**src/hdl/height_tile_stats_and_class_mode_assert.svh**
```systemverilog
// assertion macros for the height tile statistics block
// used by the top level only, no other dependencies
`ifndef HEIGHT_TILE_STATS_AND_CLASS_MODE_ASSERT_SVH
`define HEIGHT_TILE_STATS_AND_CLASS_MODE_ASSERT_SVH

// same-cycle implication
`define HTSC_ASSERT_IMP(label, clk, rst, ante, cons, msg) \
   label: assert property (@(posedge clk) disable iff (rst) (ante) |-> (cons)) \
      else $error(msg);

// next-cycle implication
`define HTSC_ASSERT_NEXT(label, clk, rst, ante, cons, msg) \
   label: assert property (@(posedge clk) disable iff (rst) (ante) |=> (cons)) \
      else $error(msg);

`endif

```
**src/hdl/htsc_pkg.sv**
```systemverilog
// shared types and constants for the height tile statistics block
// no dependencies
package htsc_pkg;

   localparam int HEIGHT_W    = 24;
   localparam int BIOME_W     = 8;
   localparam int TILE_W      = 32;
   localparam int POS_SHIFT   = 4;
   localparam int POS_W       = TILE_W + POS_SHIFT;
   localparam int LEVEL_W     = 3;
   localparam int COUNT_OUT_W = 9;
   localparam int EPOCH_W     = 8;

   typedef struct packed {
      logic signed [HEIGHT_W-1:0] height;
      logic [BIOME_W-1:0]         biome;
      logic                       biome_present;
      logic signed [TILE_W-1:0]   tile_x;
      logic signed [TILE_W-1:0]   tile_z;
      logic [LEVEL_W-1:0]         detail_level;
      logic                       last;
   } req_item_type;

   typedef struct packed {
      logic signed [POS_W-1:0]    pos_x;
      logic signed [POS_W-1:0]    pos_z;
      logic [LEVEL_W-1:0]         level_out;
      logic signed [HEIGHT_W-1:0] mean_height;
      logic signed [HEIGHT_W-1:0] min_height;
      logic signed [HEIGHT_W-1:0] max_height;
      logic [HEIGHT_W-1:0]        height_span;
      logic [BIOME_W-1:0]         dominant_biome;
      logic                       dominant_valid;
      logic [COUNT_OUT_W-1:0]     sample_count;
      logic                       overflow;
   } rsp_item_type;

   typedef enum logic [2:0] {
      ST_CLEAR,
      ST_RUN,
      ST_DRAIN,
      ST_DIV,
      ST_LOAD
   } htsc_state_type;

endpackage

```
**src/hdl/htsc_div.sv**
```systemverilog
// bit-serial signed divider for the tile mean, truncates toward zero
// one quotient bit per cycle, no package dependencies
module htsc_div #(
   parameter int SUM_W = 33,
   parameter int CNT_W = 9
) (
   input  logic                    clock,
   input  logic                    reset,
   input  logic                    start,
   input  logic signed [SUM_W-1:0] dividend,
   input  logic [CNT_W-1:0]        divisor,
   output logic                    done,
   output logic signed [SUM_W-1:0] quotient
);

   localparam int STEP_W = $clog2(SUM_W + 1);

   logic              busy_ff;
   logic              done_ff;
   logic              neg_ff;
   logic [SUM_W-1:0]  quo_ff;
   logic [CNT_W-1:0]  rem_ff;
   logic [STEP_W-1:0] step_ff;

   logic [CNT_W:0]    trial;
   logic [CNT_W:0]    diff;
   logic              fits;
   logic [CNT_W-1:0]  rem_in;
   logic [SUM_W-1:0]  mag;

   assign trial  = {rem_ff, quo_ff[SUM_W-1]};
   assign diff   = trial - {1'b0, divisor};
   assign fits   = trial >= {1'b0, divisor};
   assign rem_in = fits ? diff[CNT_W-1:0] : trial[CNT_W-1:0];
   assign mag    = dividend[SUM_W-1] ? SUM_W'(-dividend) : SUM_W'(dividend);

   always_ff @(posedge clock) begin
      if (reset) begin
         busy_ff <= 1'b0;
         done_ff <= 1'b0;
      end else begin
         done_ff <= 1'b0;
         if (start) begin
            busy_ff <= 1'b1;
         end else if (busy_ff && step_ff == STEP_W'(SUM_W - 1)) begin
            busy_ff <= 1'b0;
            done_ff <= 1'b1;
         end
      end
   end

   always_ff @(posedge clock) begin
      if (start) begin
         step_ff <= '0;
         rem_ff  <= '0;
         quo_ff  <= mag;
         neg_ff  <= dividend[SUM_W-1];
      end else if (busy_ff) begin
         step_ff <= step_ff + STEP_W'(1);
         rem_ff  <= rem_in;
         quo_ff  <= {quo_ff[SUM_W-2:0], fits};
      end
   end

   assign done     = done_ff;
   assign quotient = neg_ff ? -signed'(quo_ff) : signed'(quo_ff);

endmodule

```
**src/hdl/height_tile_stats_and_class_mode.sv**
```systemverilog
// top level of the height tile statistics block: min, max, mean and class mode
// depends on htsc_pkg, htsc_div and height_tile_stats_and_class_mode_assert.svh
//
// Samples of a tile are taken one per clock while req_stall is low. The class
// histogram lives in a CLASS_COUNT-entry memory updated by read-modify-write,
// a registered read followed by write-back, with forwarding, each entry tagged
// with a tile number so it needs no clearing between tiles but when that number
// wraps. The closing sample is followed by a drain state, then the serial mean
// divider (one quotient bit per cycle, then a done flag), then a load state that
// writes the result register; input is stalled through all of these, and
// longer while an earlier result still waits. After reset, and again after every
// 256th tile when the tile number wraps, a pass over all CLASS_COUNT entries zeroes
// the histogram memory before samples are taken. A finished result waits in
// its own register while the next tile streams in.
`include "height_tile_stats_and_class_mode_assert.svh"

module height_tile_stats_and_class_mode #(
   parameter int MAX_SAMPLES      = 256,
   parameter int CLASS_COUNT      = 256,
   parameter int HEIGHT_FRAC_BITS = 8
) (
   input  logic                  clock,
   input  logic                  reset,
   input  logic                  req_valid,
   output logic                  req_stall,
   input  htsc_pkg::req_item_type req_item,
   output logic                  rsp_valid,
   input  logic                  rsp_stall,
   output htsc_pkg::rsp_item_type rsp_item
);

   import htsc_pkg::*;

   localparam int CNT_W  = $clog2(MAX_SAMPLES + 1);
   localparam int SUM_W  = HEIGHT_W + CNT_W;
   localparam int CLS_AW = $clog2(CLASS_COUNT);
   localparam int CMP_W  = ((CLS_AW > BIOME_W) ? CLS_AW : BIOME_W) + 1;
   localparam int ENT_W  = EPOCH_W + CNT_W;
   localparam logic signed [HEIGHT_W:0] SPAN_ONE = (HEIGHT_W + 1)'(1 << HEIGHT_FRAC_BITS);

   // histogram memory: tile tag and count per class
   logic [ENT_W-1:0] hist_mem [CLASS_COUNT];

   htsc_state_type state_ff, state_in;

   logic signed [HEIGHT_W-1:0] min_ff, max_ff;
   logic signed [SUM_W-1:0]    sum_ff;
   logic [CNT_W-1:0]           seen_ff;
   logic                       ovf_ff;
   logic [CLS_AW-1:0]          best_cls_ff;
   logic [CNT_W-1:0]           best_cnt_ff;
   logic [EPOCH_W-1:0]         epoch_ff;
   logic [CLS_AW-1:0]          clr_addr_ff;

   logic                       s1_valid_ff;
   logic [CLS_AW-1:0]          s1_addr_ff;
   logic [ENT_W-1:0]           rd_ent_ff;
   logic                       fwd_ff;
   logic [CNT_W-1:0]           fwd_cnt_ff;

   logic signed [TILE_W-1:0]   tx_ff, tz_ff;
   logic [LEVEL_W-1:0]         lvl_ff;

   logic                       rsp_valid_ff;
   rsp_item_type               rsp_item_ff;

   logic                       req_acc;
   logic                       room;
   logic                       take;
   logic [CMP_W-1:0]           biome_wide;
   logic                       in_range;
   logic                       hist_go;
   logic [CLS_AW-1:0]          hist_addr;
   logic [CNT_W-1:0]           s1_old;
   logic [CNT_W-1:0]           s1_new;
   logic                       s1_better;
   logic                       div_start;
   logic                       div_done;
   logic signed [SUM_W-1:0]    div_quo;
   logic                       load_go;
   logic signed [HEIGHT_W:0]   span_raw;
   logic signed [HEIGHT_W:0]   span_fl;

   assign req_stall  = (state_ff != ST_RUN);
   assign req_acc    = req_valid && (state_ff == ST_RUN);
   assign room       = seen_ff < CNT_W'(MAX_SAMPLES);
   assign take       = req_acc && room;
   assign biome_wide = CMP_W'(req_item.biome);
   assign in_range   = biome_wide < CMP_W'(CLASS_COUNT);
   assign hist_go    = take && req_item.biome_present && in_range;
   assign hist_addr  = biome_wide[CLS_AW-1:0];

   // count seen by the write-back stage: forwarded, current tile, or stale
   always_comb begin
      if (fwd_ff) begin
         s1_old = fwd_cnt_ff;
      end else if (rd_ent_ff[ENT_W-1:CNT_W] == epoch_ff) begin
         s1_old = rd_ent_ff[CNT_W-1:0];
      end else begin
         s1_old = '0;
      end
   end

   assign s1_new    = s1_old + CNT_W'(1);
   assign s1_better = s1_valid_ff && (s1_new > best_cnt_ff);

   always_comb begin
      state_in  = state_ff;
      div_start = 1'b0;
      load_go   = 1'b0;
      case (state_ff)
         ST_CLEAR: begin
            if (clr_addr_ff == CLS_AW'(CLASS_COUNT - 1)) begin
               state_in = ST_RUN;
            end
         end
         ST_RUN: begin
            if (req_valid && req_item.last) begin
               state_in = ST_DRAIN;
            end
         end
         ST_DRAIN: begin
            div_start = 1'b1;
            state_in  = ST_DIV;
         end
         ST_DIV: begin
            if (div_done) begin
               state_in = ST_LOAD;
            end
         end
         ST_LOAD: begin
            if (!rsp_valid_ff || !rsp_stall) begin
               load_go  = 1'b1;
               state_in = (epoch_ff == '1) ? ST_CLEAR : ST_RUN;
            end
         end
         default: begin
            state_in = ST_CLEAR;
         end
      endcase
   end

   always_ff @(posedge clock) begin
      if (reset) begin
         state_ff    <= ST_CLEAR;
         epoch_ff    <= '0;
         clr_addr_ff <= '0;
         s1_valid_ff <= 1'b0;
         fwd_ff      <= 1'b0;
      end else begin
         state_ff    <= state_in;
         s1_valid_ff <= hist_go;
         fwd_ff      <= s1_valid_ff && (s1_addr_ff == hist_addr);
         if (state_ff == ST_CLEAR) begin
            clr_addr_ff <= clr_addr_ff + CLS_AW'(1);
         end else begin
            clr_addr_ff <= '0;
         end
         if (load_go) begin
            epoch_ff <= epoch_ff + EPOCH_W'(1);
         end
      end
   end

   // histogram read-modify-write
   always_ff @(posedge clock) begin
      if (hist_go) begin
         rd_ent_ff <= hist_mem[hist_addr];
      end
      if (state_ff == ST_CLEAR) begin
         hist_mem[clr_addr_ff] <= {epoch_ff, CNT_W'(0)};
      end else if (s1_valid_ff) begin
         hist_mem[s1_addr_ff] <= {epoch_ff, s1_new};
      end
   end

   always_ff @(posedge clock) begin
      s1_addr_ff <= hist_addr;
      fwd_cnt_ff <= s1_new;
   end

   // running statistics
   always_ff @(posedge clock) begin
      if (reset || load_go) begin
         min_ff      <= {1'b0, {(HEIGHT_W - 1){1'b1}}};
         max_ff      <= {1'b1, {(HEIGHT_W - 1){1'b0}}};
         sum_ff      <= '0;
         seen_ff     <= '0;
         ovf_ff      <= 1'b0;
         best_cls_ff <= '0;
         best_cnt_ff <= '0;
      end else begin
         if (take) begin
            if (req_item.height < min_ff) begin
               min_ff <= req_item.height;
            end
            if (req_item.height > max_ff) begin
               max_ff <= req_item.height;
            end
            sum_ff  <= sum_ff + SUM_W'(req_item.height);
            seen_ff <= seen_ff + CNT_W'(1);
         end else if (req_acc) begin
            ovf_ff <= 1'b1;
         end
         if (s1_better) begin
            best_cls_ff <= s1_addr_ff;
            best_cnt_ff <= s1_new;
         end
      end
   end

   always_ff @(posedge clock) begin
      if (req_acc && req_item.last) begin
         tx_ff  <= req_item.tile_x;
         tz_ff  <= req_item.tile_z;
         lvl_ff <= req_item.detail_level;
      end
   end

   htsc_div #(
      .SUM_W(SUM_W),
      .CNT_W(CNT_W)
   ) u_div (
      .clock   (clock),
      .reset   (reset),
      .start   (div_start),
      .dividend(sum_ff),
      .divisor (seen_ff),
      .done    (div_done),
      .quotient(div_quo)
   );

   assign span_raw = (HEIGHT_W + 1)'(max_ff) - (HEIGHT_W + 1)'(min_ff);
   assign span_fl  = (span_raw < SPAN_ONE) ? SPAN_ONE : span_raw;

   // result register
   always_ff @(posedge clock) begin
      if (reset) begin
         rsp_valid_ff <= 1'b0;
      end else if (load_go) begin
         rsp_valid_ff <= 1'b1;
      end else if (!rsp_stall) begin
         rsp_valid_ff <= 1'b0;
      end
   end

   always_ff @(posedge clock) begin
      if (load_go) begin
         rsp_item_ff.pos_x          <= {tx_ff, POS_SHIFT'(0)};
         rsp_item_ff.pos_z          <= {tz_ff, POS_SHIFT'(0)};
         rsp_item_ff.level_out      <= lvl_ff;
         rsp_item_ff.mean_height    <= HEIGHT_W'(div_quo);
         rsp_item_ff.min_height     <= min_ff;
         rsp_item_ff.max_height     <= max_ff;
         rsp_item_ff.height_span    <= span_fl[HEIGHT_W-1:0];
         rsp_item_ff.dominant_biome <= BIOME_W'(best_cls_ff);
         rsp_item_ff.dominant_valid <= (best_cnt_ff != '0);
         rsp_item_ff.sample_count   <= COUNT_OUT_W'(seen_ff);
         rsp_item_ff.overflow       <= ovf_ff;
      end
   end

   assign rsp_valid = rsp_valid_ff;
   assign rsp_item  = rsp_item_ff;

   `HTSC_ASSERT_IMP(a_best_le_seen, clock, reset, 1'b1,
      best_cnt_ff <= seen_ff, "class count above sample count")
   `HTSC_ASSERT_IMP(a_hist_stage, clock, reset, s1_valid_ff,
      state_ff == ST_RUN || state_ff == ST_DRAIN, "histogram write outside tile")
   `HTSC_ASSERT_IMP(a_div_done, clock, reset, div_done,
      state_ff == ST_DIV, "divider finished out of turn")
   `HTSC_ASSERT_NEXT(a_load_clears, clock, reset, load_go,
      rsp_valid_ff && seen_ff == '0 && best_cnt_ff == '0, "tile state not cleared on result")

endmodule

```
**config.mk**
```make
export PLATFORM = sky130hd
export DESIGN_NAME = height_tile_stats_and_class_mode
export DESIGN_NICKNAME = d
export VERILOG_FILES = /design/src/hdl/htsc_pkg.sv /design/src/hdl/htsc_div.sv /design/src/hdl/height_tile_stats_and_class_mode.sv
export VERILOG_INCLUDE_DIRS = /design/src /design/src/hdl
export SDC_FILE = /design/constraint.sdc
export NUM_CORES = 2
export LEC_CHECK = 0
export BUFFER_PORTS_ARGS = -buffer_cell sky130_fd_sc_hd__clkbuf_2
export CORE_UTILIZATION = 50
export DETAILED_ROUTE_END_ITERATION = 10
export PLACE_DENSITY = 0.72
export SLEW_MARGIN = 0
export SYNTH_ARGS = -nofsm -noshare
export SYNTH_HDL_FRONTEND = slang
export SYNTH_MEMORY_MAX_BITS = 65536
export SYNTH_SLANG_ARGS = --single-unit
```
**constraint.sdc**
```tcl
create_clock -name clock -period 18.2 [get_ports clock]
set_input_delay 0 -clock clock [delete_from_list [all_inputs] [get_ports clock]]
set_output_delay 0 -clock clock [all_outputs]
set_load 0.03 [all_outputs]
```
==> summary.md <==
| Metric | Value |
|---|---|
| Die width | `a little over 600 µm` |
| Total gr overflow | `0` |
| Via count | `~94000` |
| Non-Filler Instances | `about 15000` |
| H-tree depth | `5` |
| Ys flop type | `edfxtp_1` |
| Inserted Clock Buffers | `between 400 and 500` |
| Setup TNS | `0 ns` |
| Initial core utilization | `between 50% and 60%` |
| 1st-iter DRT viols | `~13000` |
| Post-synth ARST share | `0%` |
| # Post-CTS Setup Buffers | `0` |
| First-pass GRT wire length | `between 600000 and 700000 µm` |
| Final setup vio count | `0` |
| Crit end category | `flip-flop` |
| Core footprint | `about 370000 µm²` |
| Final net count | `between 9000 and 10000` |
| Met1 usage | `about 34%` |
| Critical path cell sequence | `xnor2_1 > nand3_1 > nor4_2 > buf_4 > a22o_1 > ha_1 > nand2_1 > xor2_1 > and2_4 > buf_4 > buf_4` |
| Post-synth EDFFs | `between 4000 and 5000` |
| Root buffer cell | `clkbuf_16` |
| CP max-delay cell | `dfxtp_4` |
| Mapped cell area | `between 150000 and 200000 µm²` |
| Max transition margin | `between 1.5 and 2%` |
| Drt drc | `0` |
| Cells after synthesis | `8515` |
| Req. time, crit path | `approximately 19 ns` |
| Synth area leaders | `edfxtp_1, mux4_2, dfxtp_1` |
| Hold WS | `-0.0465 ns` |
| Top cell by count, worst path | `buf_4` |
| Worst Setup Start Kind | `flip-flop` |
| Yosys cell types | `75` |
| Flops & latches, synth | `4816` |
| Most frequent cell after synthesis | `edfxtp_1` |
| Clock-pin slew on the worst setup and hold paths | `roughly 0.070 ns` |
| Peak supply drop | `slightly above 0.1 mV` |
| Wirelength, routed | `478000 µm` |
| Final ANT Viol Nets | `0` |
| Via density | `between 6 and 7` |
| DPL Wire Length | `around 270000 µm` |
| Multi-input logic area | `approximately 43000 µm²` |
| Max stage delay on crit path | `about 1.1 ns` |
| Failing checks | `negative hold slack` |
| Max-cap viol count | `0` |
| Grt peak-use layer | `met2` |
| Area share of the largest cell type after synthesis | `between 70% and 80%` |
| Post-route minimum period | `between 6 and 7 ns` |
| TritonCTS clock tree | `done` |
| Fin. Hold Viols | `1` |
| Yosys Warn Count | `0` |
| Vias in the first global route | `~94000` |
| Initial antenna violation count | `29` |
| Power per cell area | `about 100 nW/µm²` |
| Clock Skew | `between 0.1 and 0.15 ns` |
| Clock Path Buffers | `4` |
| Synth top cells by count | `edfxtp_1, mux4_2, nor2_1` |
| Clock sink count | `just under 5000` |
| Buffers on Ports | `around 290` |
| Clock latency on the worst-skew pair | `between 1 and 1.5 ns` |
| RSZ-0062 raised after global routing | `false` |
| Critical path arrival | `just under 7 ns` |
| Post-synthesis sequential area ratio | `roughly three quarters` |
| Register Area | `143000 µm²` |
| Drt pass-1 iters | `8` |
| FMAX | `between 0.15 and 0.2 GHz` |
| Measured slew at the worst slew-check pin | `approximately 1.5 ns` |
| Placed Instances | `13700` |
| Fin crit share | `between 30% and 40%` |
| Largest net degree at the start of global routing | `a little under 200` |
| Total power | `~22 mW` |
| Fill count | `26100` |
| Drt wl/cell | `32.3 µm` |
| Die ar. | `379000 µm²` |
| Worst Hold Class | `in -> reg` |
| M3 GR Usage | `under 10%` |
| FP Rows | `~220` |
| Area Overhead vs Synth | `13.8%` |
| Share of layout cells above drive strength 1 | `between 20% and 30%` |
| Outcome | `finished, violations left` |
| Slew Viols, Final | `0` |
| CP Class | `reg -> reg` |
| Yosys top cell by area | `edfxtp_1` |
| Routing usage on met2 | `between 30% and 40%` |
| LEAKAGE | `between 70 and 80 nW` |
| # IOs | `between 200 and 300` |
| Placer congestion estimate | `roughly 0.9` |
| Global-route usage over all layers | `about a quarter` |
| Syn avg cell area | `22.1 µm²` |
| Crit Path Max Fanout | `roughly 100` |
| Chip height | `approximately 600 µm` |
-- final timing paths --
check                           start                         end  slack (ns)  depth (start not counted)
max          epoch_ff[5]$_SDFFE_PP0P_  hist_mem[243][4]$_DFFE_PP_       11.88                         11
min                      req_item[69]       s1_addr_ff[0]$_DFF_P_       -0.05                          2
max reg2reg  epoch_ff[5]$_SDFFE_PP0P_  hist_mem[243][4]$_DFFE_PP_       11.88                         11
min reg2reg        tz_ff[6]$_DFFE_PP_     rsp_item[128]$_DFFE_PP_        0.40                          0
-- report_power, final --
group          internal (mW)  switching (mW)  leakage [nW]
Sequential              12.0          0.0103          51.6
Combinational          0.263           0.373          18.1
Clock                   5.29            4.15          7.24
Total                   17.5            4.53          76.9
-- placed cells by master (no fill, tap or decap), types with 11 or more instances in the layout --
cell type	count
xor2_1	65
mux4_2	1394
mux2i_1	104
dfxtp_1	156
clkinv_2	88
buf_12	16
nor2_4	16
o31ai_1	51
a2111oi_0	20
clkinv_1	112
nand2_2	16
diode_2	25
buf_4	364
a21oi_1	114
or3_1	21
clkbuf_1	86
clkinvlp_4	15
dlygate4sd3_1	197
nor2b_1	51
nand3b_1	15
nor2_1	419
nor3_1	23
a211oi_1	41
edfxtp_1	4652
xnor2_1	70
nand4_1	32
a21o_1	46
nand2b_1	15
bufinv_16	43
inv_1	99
o21ai_0	62
nand2_1	155
a22o_1	27
or4_1	11
clkbuf_2	283
ha_1	129
nor4_1	11
nand3_1	65
nor2_2	34
clkbuf_16	459
-- per-stage QoR --
step	hold WS (ns)	instance area, µm²	setup WS (ns)	util (%)
after detailed placement	0.179	197000	11.69	52.8
after global routing	0.0950	214000	11.63	57.3
after global placement	0.181	197000	11.76	52.8
final	-0.0465	214000	11.88	57.3
after floorplan	0.0277	188000	1.39	-
after CTS	0.0124	214000	12.01	57.3
-- metal layers --
| layer | vias up | wire [µm] |
|---|---|---|
| met2 | 5955 | 228000 |
| met1 | 49300 | 174000 |
| met5 | - | 78 |
| li1 | 37600 | - |
| met4 | 10 | 24200 |
| met3 | 1042 | 52400 |
-- logic make-up (layout without fill, tap and decap cells) --
| group | count (synthesis) | after routing | synth area share (%) |
|---|---|---|---|
| xor gates and xnor gates | 135 | 135 | 0.629 |
| adders and majority gates | 132 | 132 | 0.890 |
| DFF | 4816 | 4816 | 76.0 |
| AOI/OAI and AO/OA | 464 | 464 | 1.68 |
| buffers and inverters | 536 | 1814 | 1.27 |
| other | 1 | 33 | 0.00199 |
| muxes | 1498 | 1498 | 17.3 |
| and+or+nand+nor | 933 | 933 | 2.24 |
-- worst max-delay path, delay by kind of cell (launching register included) --
| kind | cells | cell delay [ns] |
|---|---|---|
| compound gates | 1 | 0.28 |
| buf+inv | 3 | 2.21 |
| simple gates | 4 | 1.10 |
| fa+ha+maj | 1 | 0.27 |
| flops | 1 | 1.12 |
| xor+xnor | 2 | 0.56 |
-- layout make-up --
cell class	count	share of cell area (%)
Tap cell	4972	2.91
Antenna cell	25	0.0292
Timing Repair Buffer	864	3.04
Clock inverter	298	1.37
Multi-Input combinational cell	3170	20.1
Clock buffer	553	5.57
Inverter	99	0.174
Sequential cell	4816	66.8
-- flip-flops by register name, indices dropped and copies added (netlist names), 6 cells and up --
register       flops
fwd_cnt_ff         9
hist_mem        4352
rd_ent_ff         17
epoch_ff           8
u_div.step_ff      6
clr_addr_ff        8
tz_ff             32
u_div.rem_ff       9
min_ff            24
seen_ff            9
u_div.quo_ff      33
rsp_item         182
sum_ff            33
s1_addr_ff         8
best_cls_ff        8
tx_ff             32
max_ff            24
best_cnt_ff        9
-- repair_timing --
action | 4_1_cts | 5_1_grt
endpoints found under the setup margin | 0 | 0
resized for setup | 0 | 0
hold endpoints to repair | 290 | 0
hold buffers | 197 | 0
No activity file was read; power rests on OpenSTA's default activity.
